## src/sv/header_check_keystream_decrypt_macros.svh

```systemverilog
// Assertion macros shared by the header check and keystream decrypt RTL.
`ifndef HEADER_CHECK_KEYSTREAM_DECRYPT_MACROS_SVH
`define HEADER_CHECK_KEYSTREAM_DECRYPT_MACROS_SVH

// Same-cycle implication, disabled while reset is low.
`define HCKD_ASSERT_NOW(label, clk, rst_n, ante, cons, msg) \
    label: assert property (@(posedge clk) disable iff (!(rst_n)) (ante) |-> (cons)) \
        else $error(msg);

// Next-cycle implication, disabled while reset is low.
`define HCKD_ASSERT_NEXT(label, clk, rst_n, ante, cons, msg) \
    label: assert property (@(posedge clk) disable iff (!(rst_n)) (ante) |=> (cons)) \
        else $error(msg);

`endif

```

## src/sv/hckd_pkg.sv

```systemverilog
// Types, constants and helpers of the header check and keystream decrypt block.
package hckd_pkg;

    localparam logic [4:0]  HDR_LAST_IDX   = 5'd23;
    localparam logic [7:0]  VERSION_WANTED = 8'h01;
    localparam logic [7:0]  FLAG_WANTED    = 8'h01;
    localparam logic [63:0] KEY_SEED       = 64'hD6E8_FEB8_6659_FD93;
    localparam logic [63:0] STREAM_MUL     = 64'h2545_F491_4F6C_DD1D;
    localparam logic [63:0] STREAM_FALLBK  = 64'h9E37_79B9_7F4A_7C15;
    localparam logic [31:0] MAX_SIZE_RST   = 32'h2000_0000;
    localparam logic [7:0]  MAGIC [4]      = '{8'h4C, 8'h44, 8'h44, 8'h43};

    typedef enum logic [1:0] {
        KIND_INFO,
        KIND_DATA,
        KIND_ERROR
    } t_kind;

    typedef enum logic [2:0] {
        ST_OK,
        ST_TRUNC,
        ST_MAGIC,
        ST_VERSION,
        ST_FLAGS,
        ST_TOO_LARGE,
        ST_EMPTY
    } t_status;

    // Code 3 is unused and behaves as discard.
    typedef enum logic [1:0] {
        PH_HEADER,
        PH_PAYLOAD,
        PH_DISCARD
    } t_phase;

    typedef struct packed {
        logic [7:0] in_byte;
        logic       in_last;
    } t_in_word;

    typedef struct packed {
        t_kind       kind;
        t_status     status;
        logic [7:0]  data_byte;
        logic [31:0] declared_size;
        logic [31:0] expected_crc;
        logic        out_last;
    } t_out_word;

    // Result on its way to the output register; key_idx picks the key byte.
    typedef struct packed {
        t_kind       kind;
        t_status     status;
        logic [7:0]  data_byte;
        logic [31:0] declared_size;
        logic [31:0] expected_crc;
        logic        out_last;
        logic [2:0]  key_idx;
    } t_stage;

    function automatic logic [63:0] xorshift64(input logic [63:0] s);
        logic [63:0] a;
        logic [63:0] b;
        a = s ^ (s >> 12);
        b = a ^ (a << 25);
        return b ^ (b >> 27);
    endfunction

endpackage

```

## src/sv/header_check_keystream_decrypt.sv

```systemverilog
// Top level: container header check and xorshift64* keystream decryption.
//
// Takes one file byte per cycle and gives at most one result per byte, passed
// via the stage one, two and three registers. The rate is one byte per cycle
// without gaps, stalling only while the output register holds a word not yet
// taken. Stage one parses the header and steps the xorshift state once per
// eight payload bytes; stage two forms three 32x32 partial products of the
// 64-bit keystream multiply; stage three adds them, selects the key byte and
// XORs it into the payload byte. The 24-byte header gives one info word when
// good, or one error word, after which bytes are dropped until the last mark.
// max_size may be written at any time the block holds no word in flight.
module header_check_keystream_decrypt (
    input  logic                i_clk,
    input  logic                i_rst_n,
    input  logic                i_in_valid,
    output logic                o_in_ready,
    input  hckd_pkg::t_in_word  i_in,
    output logic                o_out_valid,
    input  logic                i_out_ready,
    output hckd_pkg::t_out_word o_out,
    input  logic                i_cfg_we,
    input  logic [31:0]         i_cfg_wdata
);
    import hckd_pkg::*;

    localparam logic [31:0] MUL_LO = STREAM_MUL[31:0];
    localparam logic [31:0] MUL_HI = STREAM_MUL[63:32];

    logic [31:0] r_max_size;
    logic [4:0]  r_hdr_cnt, n_hdr_cnt;
    t_phase      r_phase, n_phase;
    logic [2:0]  r_ok, n_ok;
    logic [31:0] r_size, n_size;
    logic [31:0] r_crc, n_crc;
    logic [63:0] r_nonce, n_nonce;
    logic [63:0] r_stream, n_stream;
    logic [2:0]  r_blk_idx, n_blk_idx;

    t_stage      r_st1, n_st1;
    logic        r_v1, n_v1;
    logic [63:0] r_s1, n_s1;
    t_stage      r_st2;
    logic        r_v2;
    logic [63:0] r_p0;
    logic [31:0] r_p1, r_p2;
    logic [63:0] r_key_block;
    t_out_word   r_out;
    logic        r_v3;

    logic        w_adv;
    logic        w_acc;
    logic [63:0] w_seed;
    logic [63:0] w_sum;
    logic [63:0] w_key;

    assign w_adv       = !r_v3 || i_out_ready;
    assign w_acc       = i_in_valid && w_adv;
    assign o_in_ready  = w_adv;
    assign o_out_valid = r_v3;
    assign o_out       = r_out;

    assign w_seed = {i_in.in_byte, r_nonce[55:0]} ^ KEY_SEED;

    // Stage one: header parse and keystream state step.
    always_comb begin
        logic       start;
        logic [4:0] c;
        logic [7:0] b;
        t_status    st;
        start     = 1'b0;
        c         = r_hdr_cnt;
        b         = i_in.in_byte;
        st        = ST_OK;
        n_hdr_cnt = r_hdr_cnt;
        n_phase   = r_phase;
        n_ok      = r_ok;
        n_size    = r_size;
        n_crc     = r_crc;
        n_nonce   = r_nonce;
        n_stream  = r_stream;
        n_blk_idx = r_blk_idx;
        n_s1      = r_s1;
        n_v1      = 1'b0;
        n_st1     = '{kind: KIND_INFO, status: ST_OK, data_byte: 8'h00,
                      declared_size: 32'h0, expected_crc: 32'h0,
                      out_last: 1'b0, key_idx: 3'd0};
        if (w_acc) begin
            unique case (r_phase)
                PH_HEADER: begin
                    if (c < 5'd4) begin
                        if (b != MAGIC[c[1:0]]) n_ok[0] = 1'b0;
                    end else if (c == 5'd4) begin
                        if (b != VERSION_WANTED) n_ok[1] = 1'b0;
                    end else if (c == 5'd5) begin
                        if (b != FLAG_WANTED) n_ok[2] = 1'b0;
                    end else if (c < 5'd8) begin
                        if (b != 8'h00) n_ok[2] = 1'b0;
                    end else if (c < 5'd12) begin
                        n_size[{c[1:0], 3'b000} +: 8] = b;
                    end else if (c < 5'd16) begin
                        n_crc[{c[1:0], 3'b000} +: 8] = b;
                    end else begin
                        n_nonce[{c[2:0], 3'b000} +: 8] = b;
                    end

                    if (c != HDR_LAST_IDX) begin
                        n_hdr_cnt = c + 5'd1;
                        if (i_in.in_last) begin
                            n_v1           = 1'b1;
                            n_st1.kind     = KIND_ERROR;
                            n_st1.status   = ST_TRUNC;
                            n_st1.out_last = 1'b1;
                            start          = 1'b1;
                        end
                    end else begin
                        if (!n_ok[0])                st = ST_MAGIC;
                        else if (!n_ok[1])           st = ST_VERSION;
                        else if (!n_ok[2])           st = ST_FLAGS;
                        else if (r_size > r_max_size) st = ST_TOO_LARGE;
                        else if (i_in.in_last)       st = ST_EMPTY;
                        n_v1 = 1'b1;
                        if (st != ST_OK) begin
                            n_st1.kind     = KIND_ERROR;
                            n_st1.status   = st;
                            n_st1.out_last = 1'b1;
                            if (i_in.in_last) start = 1'b1;
                            else n_phase = PH_DISCARD;
                        end else begin
                            n_st1.declared_size = r_size;
                            n_st1.expected_crc  = r_crc;
                            n_stream  = (w_seed == 64'h0) ? STREAM_FALLBK : w_seed;
                            n_blk_idx = 3'd0;
                            n_hdr_cnt = 5'd0;
                            n_phase   = PH_PAYLOAD;
                        end
                    end
                end
                PH_PAYLOAD: begin
                    // Step the state at the start of each eight-byte key block.
                    if (r_blk_idx == 3'd0) begin
                        n_stream = xorshift64(r_stream);
                        n_s1     = n_stream;
                    end
                    n_v1            = 1'b1;
                    n_st1.kind      = KIND_DATA;
                    n_st1.data_byte = b;
                    n_st1.out_last  = i_in.in_last;
                    n_st1.key_idx   = r_blk_idx;
                    n_blk_idx       = r_blk_idx + 3'd1;
                    if (i_in.in_last) start = 1'b1;
                end
                default: begin
                    if (i_in.in_last) start = 1'b1;
                end
            endcase
        end
        if (start) begin
            n_hdr_cnt = 5'd0;
            n_phase   = PH_HEADER;
            n_ok      = 3'b111;
            n_blk_idx = 3'd0;
        end
    end

    always_ff @(posedge i_clk) begin
        if (!i_rst_n) begin
            r_max_size <= MAX_SIZE_RST;
            r_hdr_cnt  <= 5'd0;
            r_phase    <= PH_HEADER;
            r_ok       <= 3'b111;
            r_blk_idx  <= 3'd0;
            r_v1       <= 1'b0;
            r_v2       <= 1'b0;
            r_v3       <= 1'b0;
        end else begin
            if (i_cfg_we) r_max_size <= i_cfg_wdata;
            r_hdr_cnt <= n_hdr_cnt;
            r_phase   <= n_phase;
            r_ok      <= n_ok;
            r_blk_idx <= n_blk_idx;
            if (w_adv) begin
                r_v1 <= n_v1;
                r_v2 <= r_v1;
                r_v3 <= r_v2;
            end
        end
    end

    // Header words and keystream state change only on an accepted word.
    always_ff @(posedge i_clk) begin
        r_size   <= n_size;
        r_crc    <= n_crc;
        r_nonce  <= n_nonce;
        r_stream <= n_stream;
    end

    // Stage two: partial products of the low 64 bits of state * multiplier.
    // Stage three: sum, key byte select, XOR.
    assign w_sum = r_p0 + {r_p1 + r_p2, 32'h0};
    assign w_key = (r_st2.key_idx == 3'd0) ? w_sum : r_key_block;

    always_ff @(posedge i_clk) begin
        if (w_adv) begin
            r_st1 <= n_st1;
            r_s1  <= n_s1;
            r_st2 <= r_st1;
            r_p0  <= r_s1[31:0] * MUL_LO;
            r_p1  <= r_s1[63:32] * MUL_LO;
            r_p2  <= r_s1[31:0] * MUL_HI;
            if (r_v2 && r_st2.kind == KIND_DATA && r_st2.key_idx == 3'd0) begin
                r_key_block <= w_sum;
            end
            r_out.kind          <= r_st2.kind;
            r_out.status        <= r_st2.status;
            r_out.declared_size <= r_st2.declared_size;
            r_out.expected_crc  <= r_st2.expected_crc;
            r_out.out_last      <= r_st2.out_last;
            if (r_st2.kind == KIND_DATA) begin
                r_out.data_byte <= r_st2.data_byte ^ w_key[{r_st2.key_idx, 3'b000} +: 8];
            end else begin
                r_out.data_byte <= r_st2.data_byte;
            end
        end
    end

`include "header_check_keystream_decrypt_macros.svh"

    `HCKD_ASSERT_NOW(a_err_last, i_clk, i_rst_n, r_v3 && r_out.kind == KIND_ERROR, r_out.out_last, "error word without last mark")
    `HCKD_ASSERT_NOW(a_info_ok, i_clk, i_rst_n, r_v3 && r_out.kind == KIND_INFO, r_out.status == ST_OK && !r_out.out_last, "bad info word")
    `HCKD_ASSERT_NOW(a_payload_cnt, i_clk, i_rst_n, r_phase == PH_PAYLOAD, r_hdr_cnt == 5'd0, "header count not cleared in payload")
    `HCKD_ASSERT_NEXT(a_hdr_step, i_clk, i_rst_n, w_acc && r_phase == PH_HEADER && !i_in.in_last && r_hdr_cnt != HDR_LAST_IDX, r_hdr_cnt == $past(r_hdr_cnt) + 5'd1, "header count did not advance")
    `HCKD_ASSERT_NEXT(a_stall_key, i_clk, i_rst_n, r_v3 && !i_out_ready, $stable(r_key_block) && $stable(r_st2), "pipeline moved during stall")

endmodule

```

## config.mk

```make
export PLATFORM = sky130hd
export DESIGN_NAME = header_check_keystream_decrypt
export DESIGN_NICKNAME = d
export VERILOG_FILES = /design/src/sv/hckd_pkg.sv /design/src/sv/header_check_keystream_decrypt.sv
export VERILOG_INCLUDE_DIRS = /design/src /design/src/sv
export SDC_FILE = /design/constraint.sdc
export NUM_CORES = 2
export LEC_CHECK = 0
export BUFFER_PORTS_ARGS = -buffer_cell sky130_fd_sc_hd__buf_2
export CORE_ASPECT_RATIO = 1.4
export CORE_MARGIN = 2
export CORE_UTILIZATION = 55
export DETAILED_ROUTE_END_ITERATION = 7
export GPL_TIMING_DRIVEN = 0
export PLACE_DENSITY = 0.71
export SLEW_MARGIN = 15
export SYNTH_ARGS = -nofsm -noshare
export SYNTH_HDL_FRONTEND = slang
export SYNTH_SLANG_ARGS = --single-unit
```

## constraint.sdc

```tcl
create_clock -name i_clk -period 26.5 [get_ports i_clk]
set_input_delay 2.65 -clock i_clk [delete_from_list [all_inputs] [get_ports i_clk]]
set_output_delay 2.65 -clock i_clk [all_outputs]
set_load 0.01 [all_outputs]
```

==> results.md <==
- The critical path goes through inv_1 -> fa_1 -> inv_1 -> fa_1 -> inv_1 -> fa_1 -> fa_1 -> inv_1 -> fa_1 -> fa_1 -> fa_1 -> fa_1 -> ha_1 -> a21oi_1 -> nor2_1 -> a211oi_1 -> o211ai_1 -> a2111oi_1 -> nor4_1 -> o21ai_2 -> a31oi_1 -> o311ai_1.
- The number of global-route vias before repair is between 40k and 50k.
- The post-synthesis to final-layout area growth is 8.84%.
- Routability-driven placement finished with a final weighted congestion of between 1 and 1.5.
- Synthesis instantiated 85 different standard cells from the library.
- The synthesized area is ~64000 um^2.
- The normalized max-slew margin is 0.0322.
- The worst setup path is launched from a flop.
- The clock tree from TritonCTS is built.
- The fraction of synthesis flops using an asynchronous set or reset pin is 0.
- The slack of the critical path is about 16 ns.
- The number of buffers inserted by port buffering is about 120.
- In this run the power density over the cells is 34.7 nW/um^2.
- The fmax is roughly 90 MHz.
- The core region is about 120000 um^2.
- The first detailed-routing pass took 5 iterations.
- The clock slew seen by the registers of the worst setup and hold paths is ~0.06 ns.
- The instance area after placement is about 67000 um^2.
- The slew of the pin with the lowest slew margin is 1.45 ns.
- Along the worst path, the maximum fanout reaches 11.
- Of the available clock period, the critical path in the final layout requires 0.411.
- The library cell contributing the largest single delay on the critical path is sky130_fd_sc_hd__a2111oi_1.
- The tool flagged a number of max-cap violations equal to 0.
- The minimum setup slack after placement is around 16 ns.
- Clock skew on the completed layout was measured at ~0.056 ns.
- The cell count after synthesis is around 5.4k.
- Counting I/O delays and the setup requirement, the final critical path takes 10.88 ns.
- The number of vias in the routed layout is between 40k and 50k.
- The cell with the most instances after synthesis is sky130_fd_sc_hd__inv_1.
- The iteration-0 DRC count of the detailed router is ~2.9k.
- The total of hold buffers inserted after clock tree synthesis is 0.
- The pin count of the biggest net entering global routing is between 100 and 150.
- The wire length reported by the detailed router is between 150000 and 200000 um.
- The flow ran to the end, and the final reports show no timing, DRC or antenna violations.
- The final setup TNS is 0 ns.
- The number of primary I/O pins is between 100 and 150.
- The final-report max-slew violation count is 0.
- The number of core rows is between 100 and 150.
- The share of synthesized area in the top cell type comes to 0.316.
- The total overflow reported by the global router is 0.
- The initial antenna violation count came to 0.
- The class of the tightest hold or removal check is flop to flop.
- The worst setup path is captured at a flop.
- For this run, design rule violations remaining after detail routing come to 0.
- sky130_fd_sc_hd__edfxtp_1 takes more of the synthesized area than any other cell.
- The height of the chip is around 410 um.
- Post-CTS timing repair inserted 0 buffers for setup.
- The floorplan step set the die width to 292 um.
- After synthesis, the cell types taking the most area are sky130_fd_sc_hd__edfxtp_1 32%, sky130_fd_sc_hd__fa_1 25%, sky130_fd_sc_hd__ha_1 16%.
- Excluding fillers, the count of instances in the completed layout stands at a little over 7k.
- The total routing resource utilization after global routing is 0.304.
- Setup violations remaining at the end of the flow were counted as 0.
- The critical path in this run is classified as flop to flop.
- Across the VDD grid, the largest voltage drop is 0.0000724 V.
- After synthesis the netlist holds a flip-flop and latch count of roughly 720.
- Sorting the synthesized cells by how often they occur yields 1319 x sky130_fd_sc_hd__inv_1, 807 x sky130_fd_sc_hd__ha_1, 806 x sky130_fd_sc_hd__fa_1.
- The hold violation count in the final report is 0.
- The number of synthesized flops with an enable pin is just under 700.
- At the worst endpoint, the required time is 26.86 ns.
- The number of nets produced by synthesis is slightly above 7k.
- The number of levels in the clock H-tree is 3.
- The number of clock buffers added by TritonCTS is 75.
- STA puts the critical path data arrival time at around 11 ns.
- The die outline area is approximately 120000 um^2.
- In this run the remaining antenna-violating nets after routing total 0.
- Of the cells placed in the final design, the portion with a size suffix greater than 1 is 0.0577.
- The number of buffers between clock root and the deepest sink is 3.
- The first global-routing pass estimated ~270000 um of wire.
- The ratio of routed vias to standard cells is around 5.6.
- For this run, the register share of the synthesized area comes to 0.331.
- The effective utilization at floorplan is 0.552.
- The net count reported at finish is around 7.3k.
- The leakage power summed over all cells is 0.0326 uW.
- The number of sinks on the clock net is 722.
- The count of warnings emitted by yosys is 0.
- The largest stage delay on the critical path is between 1 and 1.5 ns.
- The later-pin clock latency in the skew report is ~0.67 ns.
- Once layout is done, the placed cells without fillers occupy approximately 70000 um^2.
- Setup repair after global routing left no endpoint under its margin.
- The primary flip-flop cell chosen by synthesis mapping is sky130_fd_sc_hd__edfxtp_1.
- In this run, placement finished with an instance count of 7084.
- After filler insertion, the fill cell instance count of the layout stands at about 9.4k.
- The estimated wirelength of the detail-placed design is ~150000 um.
- Dividing the detail-routed wire length by the instance count gives ~24 um.
- The average instance area after synthesis is around 12 um^2.
- CTS placed an instance of sky130_fd_sc_hd__clkbuf_16 at the clock tree root.
- In this run, post-CTS repair resized a total of 0 instances.
- The most numerous cell type found on the critical path is sky130_fd_sc_hd__fa_1.
## where the power goes
| part | switching [uW] | total (uW) | internal [uW] |
|---|---|---|---|
| clock network | 472 | 1080 | 608 |
| registers | 7.00 | 1260 | 1250 |
| logic | 53.6 | 82.0 | 28.4 |
| total | 533 | 2420 | 1890 |
## final cells by class
class                      count  area (um^2)  area share
multi-input combinational   3321        37600       0.540
timing repair buffer         149         1230      0.0177
inverter                    1321         4970      0.0713
antenna                        1         2.50   0.0000359
sequential                   722        21200       0.304
clock inverter                46          576     0.00826
buffer                        71          277     0.00397
tap                         1500         1880      0.0269
clock buffer                  93         1950      0.0280
## registers in the layout, indices dropped and copies added, names as in the netlist, 2 cells and up
register     count
r_key_block     61
r_crc           32
r_blk_idx        3
r_s1            64
r_p1            32
r_ok             3
r_st1           81
r_stream        64
r_phase          2
r_hdr_cnt        5
r_max_size      32
r_size          32
r_st2           81
r_nonce         56
r_p0            61
r_p2            32
o_out           78
## layer usage
| metal | part of all wire | GRT usage |
|---|---|---|
| met1 | 0.37 | 0.361 |
| met2 | 0.50 | 0.522 |
| met3 | 0.057 | 0.0421 |
| met4 | 0.074 | 0.186 |
| met5 | 0 | 0 |
## placed cells by master (no fill, tap or decap), types with 39 or more instances in the layout
cell	count
sky130_fd_sc_hd__clkbuf_1	75
sky130_fd_sc_hd__a21o_1	80
sky130_fd_sc_hd__and3_1	41
sky130_fd_sc_hd__dfxtp_1	48
sky130_fd_sc_hd__nor2_1	237
sky130_fd_sc_hd__xnor2_1	282
sky130_fd_sc_hd__edfxtp_1	674
sky130_fd_sc_hd__xor2_1	81
sky130_fd_sc_hd__nor3_1	39
sky130_fd_sc_hd__fa_1	806
sky130_fd_sc_hd__mux2i_1	40
sky130_fd_sc_hd__ha_1	807
sky130_fd_sc_hd__o21ai_0	93
sky130_fd_sc_hd__buf_2	123
sky130_fd_sc_hd__and2_1	92
sky130_fd_sc_hd__a21oi_1	177
sky130_fd_sc_hd__clkbuf_16	75
sky130_fd_sc_hd__inv_1	1318
sky130_fd_sc_hd__nand2_1	113
## worst max-delay path, delay by kind of cell (launching register included)
family	cells	cell delay [ns]
adder cells (fa/ha/maj)	9	4.67
buffers and inverters	4	0.92
AO/OA/AOI/OAI	7	3.59
flip-flops	1	0.98
AND/OR/NAND/NOR	2	0.41
## through the flow
stage | util | hold WS [ns] | power [uW]
floorplan | - | 0.400 | 1330
global placement | 0.574 | 0.401 | 1360
detailed placement | 0.579 | 0.405 | 1360
CTS | 0.601 | 0.412 | 2430
global route | 0.601 | 0.411 | 2490
finish | 0.601 | 0.412 | 2420
## worst paths after layout
| path | startpoint | depth (start not counted) | slack [ns] | end |
|---|---|---|---|---|
| hold reg to reg | r_p0[27]$_DFFE_PN_ | 0 | 0.41 | r_key_block[27]$_DFFE_PP_ |
| setup / recovery | r_s1[17]$_DFFE_PP_ | 22 | 15.62 | r_p0[62]$_DFFE_PN_ |
| hold / removal | r_p0[27]$_DFFE_PN_ | 0 | 0.41 | r_key_block[27]$_DFFE_PP_ |
| setup reg to reg | r_s1[17]$_DFFE_PP_ | 22 | 15.62 | r_p0[62]$_DFFE_PN_ |
## logic make-up after synthesis
group | after synthesis | synth area share
muxes | 61 | 0.0128
xor gates and xnor gates | 363 | 0.0496
AOI/OAI and AO/OA | 584 | 0.0597
adders and majority gates | 1613 | 0.410
buffers and inverters | 1392 | 0.0817
and+or+nand+nor | 700 | 0.0555
DFF | 722 | 0.331
Power figures use the tool's default switching activity.
